`config.mk`:
```
export PLATFORM = sky130hd
export DESIGN_NAME = keypad_code_lock
export DESIGN_NICKNAME = d
export VERILOG_FILES = /design/src/hdl/kcl_pkg.sv /design/src/hdl/keypad_code_lock.sv
export VERILOG_INCLUDE_DIRS = /design/src /design/src/hdl
export SDC_FILE = /design/constraint.sdc
export NUM_CORES = 1
export LEC_CHECK = 0
export BUFFER_PORTS_ARGS = -buffer_cell sky130_fd_sc_hd__buf_2
export CAP_MARGIN = 20
export CORE_ASPECT_RATIO = 0.75
export CORE_MARGIN = 2
export CORE_UTILIZATION = 33
export CTS_BUF_LIST = sky130_fd_sc_hd__clkbuf_4 sky130_fd_sc_hd__clkbuf_8
export CTS_CLUSTER_SIZE = 20
export DETAILED_ROUTE_END_ITERATION = 10
export PLACE_DENSITY = 0.47
export SLEW_MARGIN = 5
export SYNTH_ARGS = -nofsm -noshare
export SYNTH_HDL_FRONTEND = slang
export SYNTH_SLANG_ARGS = --single-unit
```
`constraint.sdc`:
```
create_clock -name clk -period 2.7 [get_ports clk]
set_input_delay 0.135 -clock clk [delete_from_list [all_inputs] [get_ports clk]]
set_output_delay 0.135 -clock clk [all_outputs]
set_load 0.05 [all_outputs]
```
`src/hdl/assert_macros.svh`:
```
// ----------------------------------------------------------------------------
// assert_macros.svh
// Concurrent assertion macros shared by the RTL. Empty under synthesis.
// ----------------------------------------------------------------------------
`ifndef ASSERT_MACROS_SVH
`define ASSERT_MACROS_SVH

`ifndef SYNTHESIS

// prop must hold at every rising edge outside reset
`define ASSERT_ALWAYS(label, clk, rst_n, prop, msg) \
    label: assert property (@(posedge clk) disable iff (!rst_n) (prop)) \
        else $error(msg);

// ante implies cons in the same cycle
`define ASSERT_IMPLY(label, clk, rst_n, ante, cons, msg) \
    label: assert property (@(posedge clk) disable iff (!rst_n) (ante) |-> (cons)) \
        else $error(msg);

`else

`define ASSERT_ALWAYS(label, clk, rst_n, prop, msg)
`define ASSERT_IMPLY(label, clk, rst_n, ante, cons, msg)

`endif

`endif

```
`src/hdl/kcl_pkg.sv`:
```
// ----------------------------------------------------------------------------
// kcl_pkg
// Types and codes of the keypad code lock.
// ----------------------------------------------------------------------------
`default_nettype none

package kcl_pkg;

    localparam int PASSCODE_W = 24;
    localparam int LIMIT_W    = 4;
    localparam int DIGIT_W    = 4;
    localparam int CFG_IDX_W  = 1;

    localparam logic [PASSCODE_W-1:0] PASSCODE_RESET = 24'h178509;
    localparam logic [LIMIT_W-1:0]    LIMIT_RESET    = 4'd3;
    localparam logic [DIGIT_W-1:0]    SLOT_RESET     = 4'd1;

    // configuration register indexes
    localparam logic [CFG_IDX_W-1:0] REG_PASSCODE      = 1'd0;
    localparam logic [CFG_IDX_W-1:0] REG_FAILURE_LIMIT = 1'd1;

    // key event kinds
    localparam logic [1:0] KIND_START  = 2'd0;
    localparam logic [1:0] KIND_DIGIT  = 2'd1;
    localparam logic [1:0] KIND_SUBMIT = 2'd2;

    typedef enum logic [2:0] {
        STATUS_IGNORED = 3'd0,
        STATUS_STARTED = 3'd1,
        STATUS_DIGIT   = 3'd2,
        STATUS_FULL    = 3'd3,
        STATUS_GRANTED = 3'd4,
        STATUS_DENIED  = 3'd5,
        STATUS_LOCKOUT = 3'd6
    } status_t;

    typedef enum logic {
        LOCK_IDLE  = 1'b0,
        LOCK_ENTRY = 1'b1
    } lock_state_t;

    typedef struct packed {
        logic [1:0]         kind;
        logic [DIGIT_W-1:0] digit;
    } key_item_t;

    typedef struct packed {
        logic [2:0]         status;
        logic [LIMIT_W-1:0] tries_left;
        logic               unlock;
        logic               alarm;
    } res_item_t;

endpackage

`default_nettype wire

```
`src/hdl/keypad_code_lock.sv`:
```
// ----------------------------------------------------------------------------
// keypad_code_lock
// Code lock fed by decoded key events. A start key opens an entry, digit keys
// fill the digit slots, and a submit key compares the first slots with the
// passcode and answers granted, denied or locked out. Every key event gives
// exactly one result item. The lock takes one item per cycle; an item passes
// an input register and then the result register, which offers its result
// until it is taken. The whole update is one pass of compare and count logic
// on the lock state. A stalled result holds the input register, and with both
// registers full the key input stalls. Write passcode and failure_limit only
// while no key item is in flight.
// ----------------------------------------------------------------------------
`default_nettype none

`include "assert_macros.svh"

module keypad_code_lock #(
    parameter int CODE_DIGITS      = 6,
    parameter int MAX_ENTRY_DIGITS = 7
) (
    input  wire logic                           clk,
    input  wire logic                           rst_n,
    input  wire logic                           key_valid,
    output logic                                key_stall,
    input  wire kcl_pkg::key_item_t             key,
    output logic                                res_valid,
    input  wire logic                           res_stall,
    output kcl_pkg::res_item_t                  res,
    input  wire logic                           cfg_valid,
    output logic                                cfg_ready,
    input  wire logic [kcl_pkg::CFG_IDX_W-1:0]  cfg_index,
    input  wire logic [kcl_pkg::PASSCODE_W-1:0] cfg_data
);

    import kcl_pkg::*;

    localparam int POS_W = $clog2(MAX_ENTRY_DIGITS + 1);
    localparam logic [POS_W-1:0] MAX_POS = POS_W'(MAX_ENTRY_DIGITS);

    logic [PASSCODE_W-1:0] passcode_reg;
    logic [LIMIT_W-1:0]    failure_limit_reg;

    lock_state_t           state_reg, state_next;
    logic [POS_W-1:0]      position_reg, position_next;
    logic [LIMIT_W-1:0]    failures_reg, failures_next;
    logic [DIGIT_W-1:0]    slot_reg  [CODE_DIGITS];
    logic [DIGIT_W-1:0]    slot_next [CODE_DIGITS];
    logic [DIGIT_W-1:0]    want      [CODE_DIGITS];

    logic                  s1_valid_reg;
    key_item_t             s1_item_reg;
    logic                  res_valid_reg;
    res_item_t             res_reg, res_next;

    logic                  accept;
    logic                  advance;
    logic                  match;
    logic [POS_W-1:0]      pos_inc;
    logic                  entry_full;
    logic [LIMIT_W:0]      fail_inc;
    logic                  limit_hit;
    logic                  is_start, is_digit, is_submit;

    // ------------------------------------------------------------------
    // Handshake
    // ------------------------------------------------------------------
    assign advance   = s1_valid_reg && (!res_valid_reg || !res_stall);
    assign key_stall = s1_valid_reg && res_valid_reg && res_stall;
    assign accept    = key_valid && !key_stall;
    assign cfg_ready = 1'b1;
    assign res_valid = res_valid_reg;
    assign res       = res_reg;

    always_ff @(posedge clk or negedge rst_n)
    begin
        if (!rst_n)
        begin
            s1_valid_reg  <= 1'b0;
            res_valid_reg <= 1'b0;
        end
        else
        begin
            if (accept)
                s1_valid_reg <= 1'b1;
            else if (advance)
                s1_valid_reg <= 1'b0;

            if (advance)
                res_valid_reg <= 1'b1;
            else if (!res_stall)
                res_valid_reg <= 1'b0;
        end
    end

    always_ff @(posedge clk)
    begin
        if (accept)
            s1_item_reg <= key;
        if (advance)
            res_reg <= res_next;
    end

    // ------------------------------------------------------------------
    // Configuration registers
    // ------------------------------------------------------------------
    always_ff @(posedge clk or negedge rst_n)
    begin
        if (!rst_n)
        begin
            passcode_reg      <= PASSCODE_RESET;
            failure_limit_reg <= LIMIT_RESET;
        end
        else if (cfg_valid && cfg_ready)
        begin
            case (cfg_index)
                REG_PASSCODE:      passcode_reg      <= cfg_data;
                REG_FAILURE_LIMIT: failure_limit_reg <= cfg_data[LIMIT_W-1:0];
                default:           ;
            endcase
        end
    end

    // ------------------------------------------------------------------
    // Decode and compare
    // ------------------------------------------------------------------
    assign is_start   = (s1_item_reg.kind == KIND_START);
    assign is_digit   = (s1_item_reg.kind == KIND_DIGIT);
    assign is_submit  = (s1_item_reg.kind == KIND_SUBMIT);
    assign pos_inc    = position_reg + POS_W'(1);
    assign entry_full = (pos_inc >= MAX_POS);
    assign fail_inc   = {1'b0, failures_reg} + (LIMIT_W+1)'(1);
    assign limit_hit  = (fail_inc >= {1'b0, failure_limit_reg});

    // first digit sits in the top nibble; digits past the passcode read as zero
    for (genvar i = 0; i < CODE_DIGITS; i++)
    begin : g_want
        localparam int SHIFT = 4 * (CODE_DIGITS - 1 - i);
        if (SHIFT + DIGIT_W <= PASSCODE_W)
        begin : g_in
            assign want[i] = passcode_reg[SHIFT +: DIGIT_W];
        end
        else
        begin : g_out
            assign want[i] = '0;
        end
    end

    always_comb
    begin
        match = 1'b1;
        for (int i = 0; i < CODE_DIGITS; i++)
        begin
            if (slot_reg[i] != want[i])
                match = 1'b0;
        end
    end

    // ------------------------------------------------------------------
    // Next state
    // ------------------------------------------------------------------
    always_comb
    begin
        state_next = state_reg;
        case (state_reg)
            LOCK_IDLE:
            begin
                if (is_start)
                    state_next = LOCK_ENTRY;
            end
            LOCK_ENTRY:
            begin
                if (is_submit || (is_digit && entry_full))
                    state_next = LOCK_IDLE;
            end
            default: state_next = LOCK_IDLE;
        endcase
    end

    // ------------------------------------------------------------------
    // Datapath and result
    // ------------------------------------------------------------------
    always_comb
    begin
        position_next = position_reg;
        failures_next = failures_reg;
        for (int i = 0; i < CODE_DIGITS; i++)
            slot_next[i] = slot_reg[i];
        res_next            = '0;
        res_next.status     = STATUS_IGNORED;

        case (state_reg)
            LOCK_IDLE:
            begin
                if (is_start)
                begin
                    position_next   = '0;
                    res_next.status = STATUS_STARTED;
                end
            end
            LOCK_ENTRY:
            begin
                if (is_digit)
                begin
                    // digits beyond the slots only advance the position
                    for (int i = 0; i < CODE_DIGITS; i++)
                    begin
                        if (i < MAX_ENTRY_DIGITS && position_reg == POS_W'(i))
                            slot_next[i] = s1_item_reg.digit;
                    end
                    if (entry_full)
                    begin
                        position_next   = '0;
                        res_next.status = STATUS_FULL;
                    end
                    else
                    begin
                        position_next   = pos_inc;
                        res_next.status = STATUS_DIGIT;
                    end
                end
                else if (is_submit)
                begin
                    position_next = '0;
                    if (match)
                    begin
                        res_next.status = STATUS_GRANTED;
                        res_next.unlock = 1'b1;
                        failures_next   = '0;
                    end
                    else
                    begin
                        res_next.alarm = 1'b1;
                        if (limit_hit)
                        begin
                            res_next.status = STATUS_LOCKOUT;
                            failures_next   = '0;
                        end
                        else
                        begin
                            res_next.status     = STATUS_DENIED;
                            res_next.tries_left = failure_limit_reg - fail_inc[LIMIT_W-1:0];
                            failures_next       = fail_inc[LIMIT_W-1:0];
                        end
                    end
                end
            end
            default: ;
        endcase
    end

    always_ff @(posedge clk or negedge rst_n)
    begin
        if (!rst_n)
        begin
            state_reg    <= LOCK_IDLE;
            position_reg <= '0;
            failures_reg <= '0;
            for (int i = 0; i < CODE_DIGITS; i++)
                slot_reg[i] <= SLOT_RESET;
        end
        else if (advance)
        begin
            state_reg    <= state_next;
            position_reg <= position_next;
            failures_reg <= failures_next;
            for (int i = 0; i < CODE_DIGITS; i++)
                slot_reg[i] <= slot_next[i];
        end
    end

    // ------------------------------------------------------------------
    // Assertions
    // ------------------------------------------------------------------
    `ASSERT_ALWAYS(a_pos_below_max, clk, rst_n, position_reg < MAX_POS,
                   "position reached max")
    `ASSERT_IMPLY(a_idle_pos_zero, clk, rst_n, state_reg == LOCK_IDLE,
                  position_reg == '0, "idle with nonzero position")
    `ASSERT_ALWAYS(a_failures_bound, clk, rst_n, failures_reg != {LIMIT_W{1'b1}},
                   "failure count overflow")
    `ASSERT_IMPLY(a_grant_clears, clk, rst_n, res_valid_reg && res_reg.unlock,
                  failures_reg == '0 && state_reg == LOCK_IDLE,
                  "grant left failures or entry")
    `ASSERT_IMPLY(a_lockout_clears, clk, rst_n,
                  res_valid_reg && res_reg.status == STATUS_LOCKOUT,
                  failures_reg == '0, "lockout left failures")

endmodule

`default_nettype wire

```
==> run_results.csv, run 1 <==
group,metric,value,unit
status,status,"finished, final reports clean",
floorplanning,num_rows,32,
power_and_ir_drop,p_sw,1.022,mW
synthesis,postSynthCellCount,266,
clocking,cts_sinks,77,
power_and_ir_drop,vdd_drop_max,0.3387,mV
synthesis,synth.top_cell.area_share,31.58,%
critical_path,worstPathMaxFanout,9,
timing,rsz0062_at_grt,"no",
critical_path,cp-start-kind,"register",
floorplanning,core-area,0.01041,mm^2
finish,nets,395,
global_route,grt_usage,13.44,%
synthesis,netlist_top_cells_area,"dfrtp_1 (32%), mux2_2 (17%), edfxtp_1 (13%), dfstp_2 (13%), xor2_1 (6.4%)",
power_and_ir_drop,pwr-share-clk,30.6,%
synthesis,synth-edff-count,15,
critical_path,crit_buf_inv,0,
clocking,ctsRootBufferMaster,"clkbuf_8",
global_route,grt_max_degree,63,
timing,worst_pin_slew,0.8244,ns
detailed_routing,drt-initial-drc-count,103,
place,hpwl,5.088,mm
timing,setup_tns,0,ns
timing,relSlewSlack,45.04,%
finish,multi_input_area,0.001464,mm^2
synthesis,synth_top_flop_cell,"dfrtp_1",
critical_path,crit_type,"reg -> reg",
finish,diodes,0,
critical_path,endpoint_kind,"register",
floorplanning,die_h,94.03,um
synthesis,avgSynthCellArea,13.41,um^2
floorplanning,io_pins,48,
timing,finClkSkew,0.01305,ns
floorplanning,dieWidth,124.0,um
synthesis,synth.distinct_cells,41,
detailed_routing,ant_nets,0,
floorplanning,die_area,0.01166,mm^2
detailed_routing,wirelength,7.151,mm
critical_path,critPathTopFamily,"adder cells",
place,numPortBuffers,46,
finish,drive_above_1_share,40.86,%
finish,fill_cells,993,
critical_path,cpMostUsedCell,"ha_1",
timing,drv_slew,0,
critical_path,arrival,2.36,ns
power_and_ir_drop,p_comb_share,24.7,%
critical_path,cp_slowest_cell,"dfrtp_1",
critical_path,slowest_delay,0.43,ns
synthesis,ys_warn_count,0,
power_and_ir_drop,p_int,2.409,mW
clocking,path_clk_slew,0.08,ns
synthesis,synth_seq_cells,77,
min_path,hp-class,"in -> reg",
critical_path,cp.required,2.89,ns
synthesis,syn_nets,316,
clocking,cts_made_buffers,9,
synthesis,syn_area,0.003566,mm^2
power_and_ir_drop,cellLeakagePower,2.020,nW
timing,layout_min_cycle_time,2.175,ns
detailed_routing,via_count,2228,
clocking,cts_tree,"yes",
finish,finish.instance_area,0.004443,mm^2
synthesis,yosys.area.top_type,"dfrtp_1",
synthesis,yosysMostFrequentCell,"mux2_2",
synthesis,netlist_top_cells_count,"mux2_2 (53), dfrtp_1 (45), xor2_1 (26), dfstp_2 (17), inv_1 (16)",
timing,min_period_over_period,80.57,%
global_route,grt_first_pass_wirelength,11.54,mm
timing,setup_viol,0,
power_and_ir_drop,sw_frac_of_total,29.79,%
finish,area_delta_synth_final,24.60,%
clocking,cts_max_path_buffers,2,
synthesis,yosysSeqAreaShare,56.74,%
critical_path,crit_path_cell_trace,"ha_1, xor2_1, ha_1, o21a_1, a21oi_2, o21ai_4, nor3_1",
detailed_routing,drt_pass1_iterations,4,
place,place_area,0.003970,mm^2
floorplanning,initial_core_util,34.25,%
global_route,antenna_found_initial,0,
place,gp_congestion,0.8008,
detailed_routing,wl_per_cell,14.71,um
detailed_routing,drc,0,
job,maxCapViolCount,0,
clocking,h-tree-depth,3,
global_route,grt_pass1_vias,2266,
timing,fmaxAchievable,459.7,MHz
timing,hold_viol_final,0,
finish,seq_area,0.002023,mm^2
global_route,overflow,0,
clocking,post_cts_buffers,0,
detailed_routing,via_per_inst,4.584,
power_and_ir_drop,power.density,772.3,mW/mm^2
power_and_ir_drop,pwr-share-seq,44.7,%
clocking,clkLatencyLatePin,0.36,ns
synthesis,synthArstFlopShare,80.52,%
-- logic make-up (layout without fill, tap and decap cells) --
group / count (synthesis) / count (layout) / synth area share [%]
compound gates: 22 / 22 / 4.667
xor+xnor: 28 / 28 / 6.877
other cells: 1 / 1 / 0.1052
simple gates: 51 / 51 / 7.474
fa+ha+maj: 14 / 14 / 5.123
mux: 53 / 53 / 16.74
buf+inv: 20 / 104 / 2.281
flops: 77 / 77 / 56.74
-- through the flow --
stage,hold slack [ns],setup slack [ns],power [mW],cells,utilization [%]
after global routing,0.001799,0.3613,3.647,486,42.68
after floorplan,-0.1606,0.7463,2.160,266,-
final,0.01556,0.5245,3.431,486,42.68
after global placement,0.3182,0.6058,2.393,447,38.14
after CTS,0.0003371,0.4981,3.485,486,42.68
after detailed placement,0.3182,0.5210,2.392,447,38.14
-- placed cells by master (no fill, tap or decap), types with 9 or more instances in the layout --
cell type / count
mux2_2: 53
buf_2: 46
dfrtp_1: 45
xor2_1: 26
dlygate4sd3_1: 23
dfstp_2: 17
inv_1: 16
edfxtp_1: 15
nand2_1: 13
ha_1: 13
clkbuf_8: 9
-- path summary, 6_finish.rpt --
| check | from | end | slack, ns | depth (start not counted) |
|---|---|---|---|---|
| min | cfg_data[6] | passcode_reg[6] | 0.02 | 2 |
| max | failures_reg[0] | res[3] | 0.52 | 7 |
| min in group asynchronous | rst_n | passcode_reg[11] | 0.48 | 3 |
| max reg2reg | failures_reg[0] | res[3] | 0.52 | 7 |
| max in group asynchronous | rst_n | position_reg[0] | 1.67 | 3 |
| min reg2reg | s1_valid_reg | res_valid | 0.49 | 1 |
-- worst register-to-register path, cell delays in order, from the launching register on --
cell	delay, ns
dfrtp_1	0.43
ha_1	0.27
xor2_1	0.17
ha_1	0.33
o21a_1	0.21
a21oi_2	0.24
o21ai_4	0.15
nor3_1	0.22
-- final cells by class --
type / instances / area share, %
clock inverter: 6 / 2.506
tap: 136 / 3.830
timing repair buffer: 72 / 10.87
multi-input combinational: 169 / 32.95
clock buffer: 10 / 2.957
sequential: 77 / 45.54
inverter: 16 / 1.352
-- per-layer routing --
| layer | part of all wire [%] | GRT usage [%] |
|---|---|---|
| met1 | 50 | 18.81 |
| met2 | 44 | 19.60 |
| met3 | 4.5 | 4.490 |
| met4 | 1.4 | 4.213 |
| met5 | 0 | 0 |
-- power by group through the flow --
stage | registers (mW) | clock network (mW) | logic, mW
5_1_grt | 1.56 | 1.14 | 0.955
4_1_cts | 1.54 | 1.09 | 0.863
2_1_floorplan | 1.58 | 0 | 0.576
3_5_place_dp | 1.56 | 0 | 0.834
3_3_place_gp | 1.56 | 0 | 0.837
6_report | 1.53 | 1.05 | 0.848
-- timing repair --
action	in CTS	in global routing
endpoints found under the hold margin	67	0
hold buffers	23	0
resized for setup	0	0
Power figures use the tool's default switching activity.
==> inputs of run 2 (changes only) <==
Settings changed: ABC_AREA set to 1, PLACE_DENSITY 0.47 to 0.48.
Clock period 2.7 ns to 2 ns, I/O delays scaled along.
==> run_results.csv, run 2 <==
group,metric,value,unit
status,status,"finished, final reports clean",
synthesis,synth.distinct_cells,32,
finish,finish.instance_area,0.004748,mm^2
floorplanning,io_pins,48,
power_and_ir_drop,power,4.916,mW
finish,area_delta_synth_final,26.00,%
floorplanning,die_h,96.55,um
power_and_ir_drop,sw_frac_of_total,33.19,%
finish,layout_commonest_cell,"nand2_1",
critical_path,cpMostUsedCell,"nand2_1",
critical_path,r2r-start,"failures_reg[1]",
job,maxCapViolCount,0,
critical_path,reg2reg_to,"res[7]",
clocking,clkLatencyLatePin,0.36,ns
clocking,cts_max_path_buffers,2,
power_and_ir_drop,p_int,3.285,mW
detailed_routing,via_count,2861,
timing,min_period_over_period,94.80,%
power_and_ir_drop,cellLeakagePower,2.363,nW
global_route,grt_first_pass_wirelength,13.28,mm
floorplanning,dieWidth,127.4,um
place,pre_cts_ws,0.008051,ns
detailed_routing,ant_nets,0,
critical_path,r2r_cells,9,
synthesis,synth.top_cell.area_share,29.88,%
timing,setup_viol,0,
critical_path,endpoint_kind,"register",
place,numPortBuffers,46,
detailed_routing,drt_pass1_iterations,4,
finish,drive_above_1_share,21.71,%
synthesis,synthArstFlopShare,80.52,%
timing,fmaxAchievable,527.4,MHz
power_and_ir_drop,pwr-share-clk,26.2,%
timing,layout_min_cycle_time,1.896,ns
critical_path,crit_type,"reg -> reg",
critical_path,crit_path_cell_trace,"ha_4, xor2_2, ha_4, nand2_1, o21bai_1, nand2_1, a21oi_4, nand3b_1, nand2_1",
min_path,min-delay-start,"cfg_data[4]",
global_route,grt_max_degree,63,
clocking,cts_tree,"yes",
critical_path,slowest_delay,0.43,ns
critical_path,crit_buf_inv,0,
clocking,h-tree-depth,3,
finish,diodes,0,
floorplanning,num_rows,33,
synthesis,yosysMostFrequentCell,"nand2_1",
place,dp.cells,620,
synthesis,yosysSeqAreaShare,53.69,%
synthesis,netlist_top_cells_area,"dfrtp_1 (30%), edfxtp_1 (12%), dfstp_2 (12%), nand2_1 (12%), inv_1 (7.0%)",
timing,setup_tns,0,ns
synthesis,synth_seq_cells,77,
synthesis,postSynthCellCount,434,
clocking,ctsRootBufferMaster,"clkbuf_8",
critical_path,worstPathMaxFanout,4,
floorplanning,core-area,0.01102,mm^2
finish,final_cell_mix,"nand2_1 (116), inv_1 (70), nor2_1 (52)",
min_path,hp-class,"in -> reg",
critical_path,cp_slowest_cell,"dfrtp_1",
detailed_routing,drc,0,
power_and_ir_drop,p_comb_share,29.4,%
synthesis,avgSynthCellArea,8.683,um^2
clocking,cts_sinks,77,
synthesis,netlist_top_cells_count,"nand2_1 (116), inv_1 (70), nor2_1 (53), dfrtp_1 (45), o21ai_1 (20)",
synthesis,synth_top_flop_cell,"dfrtp_1",
power_and_ir_drop,p_sw,1.632,mW
synthesis,ys_warn_count,0,
timing,timing.final.ws_setup,0.1040,ns
detailed_routing,drt-initial-drc-count,98,
clocking,path_clk_slew,0.08,ns
detailed_routing,wirelength,8.002,mm
critical_path,r2r_setup_slack,0.10,ns
place,place_area,0.004214,mm^2
clocking,cts_made_buffers,9,
global_route,grt_usage,14.22,%
min_path,hold_path_depth,3,
timing,finClkSkew,0.01096,ns
power_and_ir_drop,vdd_drop_max,0.4033,mV
global_route,overflow,0,
floorplanning,initial_core_util,34.18,%
synthesis,yosys.area.top_type,"dfrtp_1",
finish,multi_input_area,0.001485,mm^2
place,hpwl,5.553,mm
place,gp_congestion,0.8266,
synthesis,syn_area,0.003769,mm^2
global_route,grt_pass1_vias,2724,
power_and_ir_drop,pwr-share-seq,44.4,%
finish,layout.cells.non_filler,665,
timing,hold_viol_final,0,
finish,nets,570,
synthesis,synth-edff-count,15,
finish,fill_cells,1095,
detailed_routing,wl_per_cell,12.03,um
detailed_routing,via_per_inst,4.302,
finish,seq_area,0.002023,mm^2
critical_path,cp-start-kind,"register",
timing,drv_slew,0,
synthesis,syn_nets,484,
power_and_ir_drop,power.density,1035,mW/mm^2
min_path,min_delay_worst_endpoint,"passcode_reg[4]",
critical_path,critPathTopFamily,"flip-flops",
critical_path,arrival,2.01,ns
critical_path,cp.required,2.12,ns
floorplanning,die_area,0.01230,mm^2
global_route,antenna_found_initial,0,
-- run 2: cell count changes after synthesis, moves of 4 or more --
cell / before / now
nand2_1: 13 / 116
xor2_1: 26 / 5
a21oi_1: 3 / 16
nor3_1: 7 / 3
nand3_2: 0 / 5
mux2_2: 53 / 6
inv_1: 16 / 70
o21ai_1: 3 / 20
nor4_1: 7 / 0
o21ai_0: 0 / 17
nor2_1: 5 / 53
-- run 2: cell type report --
| type | instances | area share (%) |
|---|---|---|
| Multi-Input combinational cell | 280 | 31.28 |
| Inverter | 72 | 5.692 |
| Clock buffer | 11 | 2.925 |
| Timing Repair Buffer | 80 | 12.23 |
| Sequential cell | 77 | 42.61 |
| Tap cell | 140 | 3.689 |
| Clock inverter | 5 | 1.581 |
-- run 2: stage by stage --
stage                     hold WS, ns  utilization (%)
after floorplan               -0.1956                -
after global placement         0.1427            38.22
after detailed placement       0.1392            38.22
after CTS                    0.003304            42.71
after global routing          0.02429            43.07
final                         0.01745            43.07
-- run 2: worst max-delay path by stage --
stage | startpoint | to | slack, ns | cells past startpoint
4_1_cts | failures_reg[1] | res[7] | 0.002 | 9
3_5_place_dp | failures_reg[1] | res[7] | 0.008 | 9
6_report | failures_reg[1] | res[7] | 0.10 | 9
3_3_place_gp | failures_reg[0] | res[7] | 0.06 | 9
2_1_floorplan | failures_reg[0] | res[7] | 0.03 | 9
5_1_grt | failures_reg[1] | res[7] | -0.003 | 9
-- run 2: power groups by stage --
| stage | Clock (mW) | Sequential [mW] | Combinational [mW] |
|---|---|---|---|
| 4_1_cts | 1.34 | 2.17 | 1.42 |
| 6_report | 1.29 | 2.18 | 1.45 |
| 2_1_floorplan | 0 | 2.25 | 0.926 |
| 3_5_place_dp | 0 | 2.20 | 1.37 |
| 5_1_grt | 1.40 | 2.23 | 1.65 |
| 3_3_place_gp | 0 | 2.19 | 1.35 |
-- run 2: kinds of logic after synthesis --
kind of cell	count (synthesis)	share of synthesized area, %
XOR/XNOR	6	1.394
other	1	0.09951
buffers and inverters	77	7.836
adder cells (fa/ha/maj)	14	4.847
AO/OA/AOI/OAI	59	8.699
flip-flops	77	53.69
multiplexers	6	1.793
AND/OR/NAND/NOR	194	21.65
-- run 2: what timing repair did --
item | CTS | global route
hold endpoints to repair | 72 | 0
resized for setup | 0 | 4
setup endpoints to repair | 0 | 10
setup buffers | 0 | 1
hold buffers | 28 | 0
-- run 2: worst reg2reg max path: cells and delay by family, from the launching register on --
kind | cells | cell delay [ns]
adder cells (fa/ha/maj) | 2 | 0.43
AND/OR/NAND/NOR | 4 | 0.35
flip-flops | 1 | 0.43
AO/OA/AOI/OAI | 2 | 0.26
XOR/XNOR | 1 | 0.19
-- run 2: metal layers --
layer	share of wire, %	up-vias	GRT usage (%)
li1	-	1518	-
met2	41	38	21.30
met4	1.4	0	4.670
met5	0	-	0
met1	54	1296	20.10
met3	3.2	9	3.800
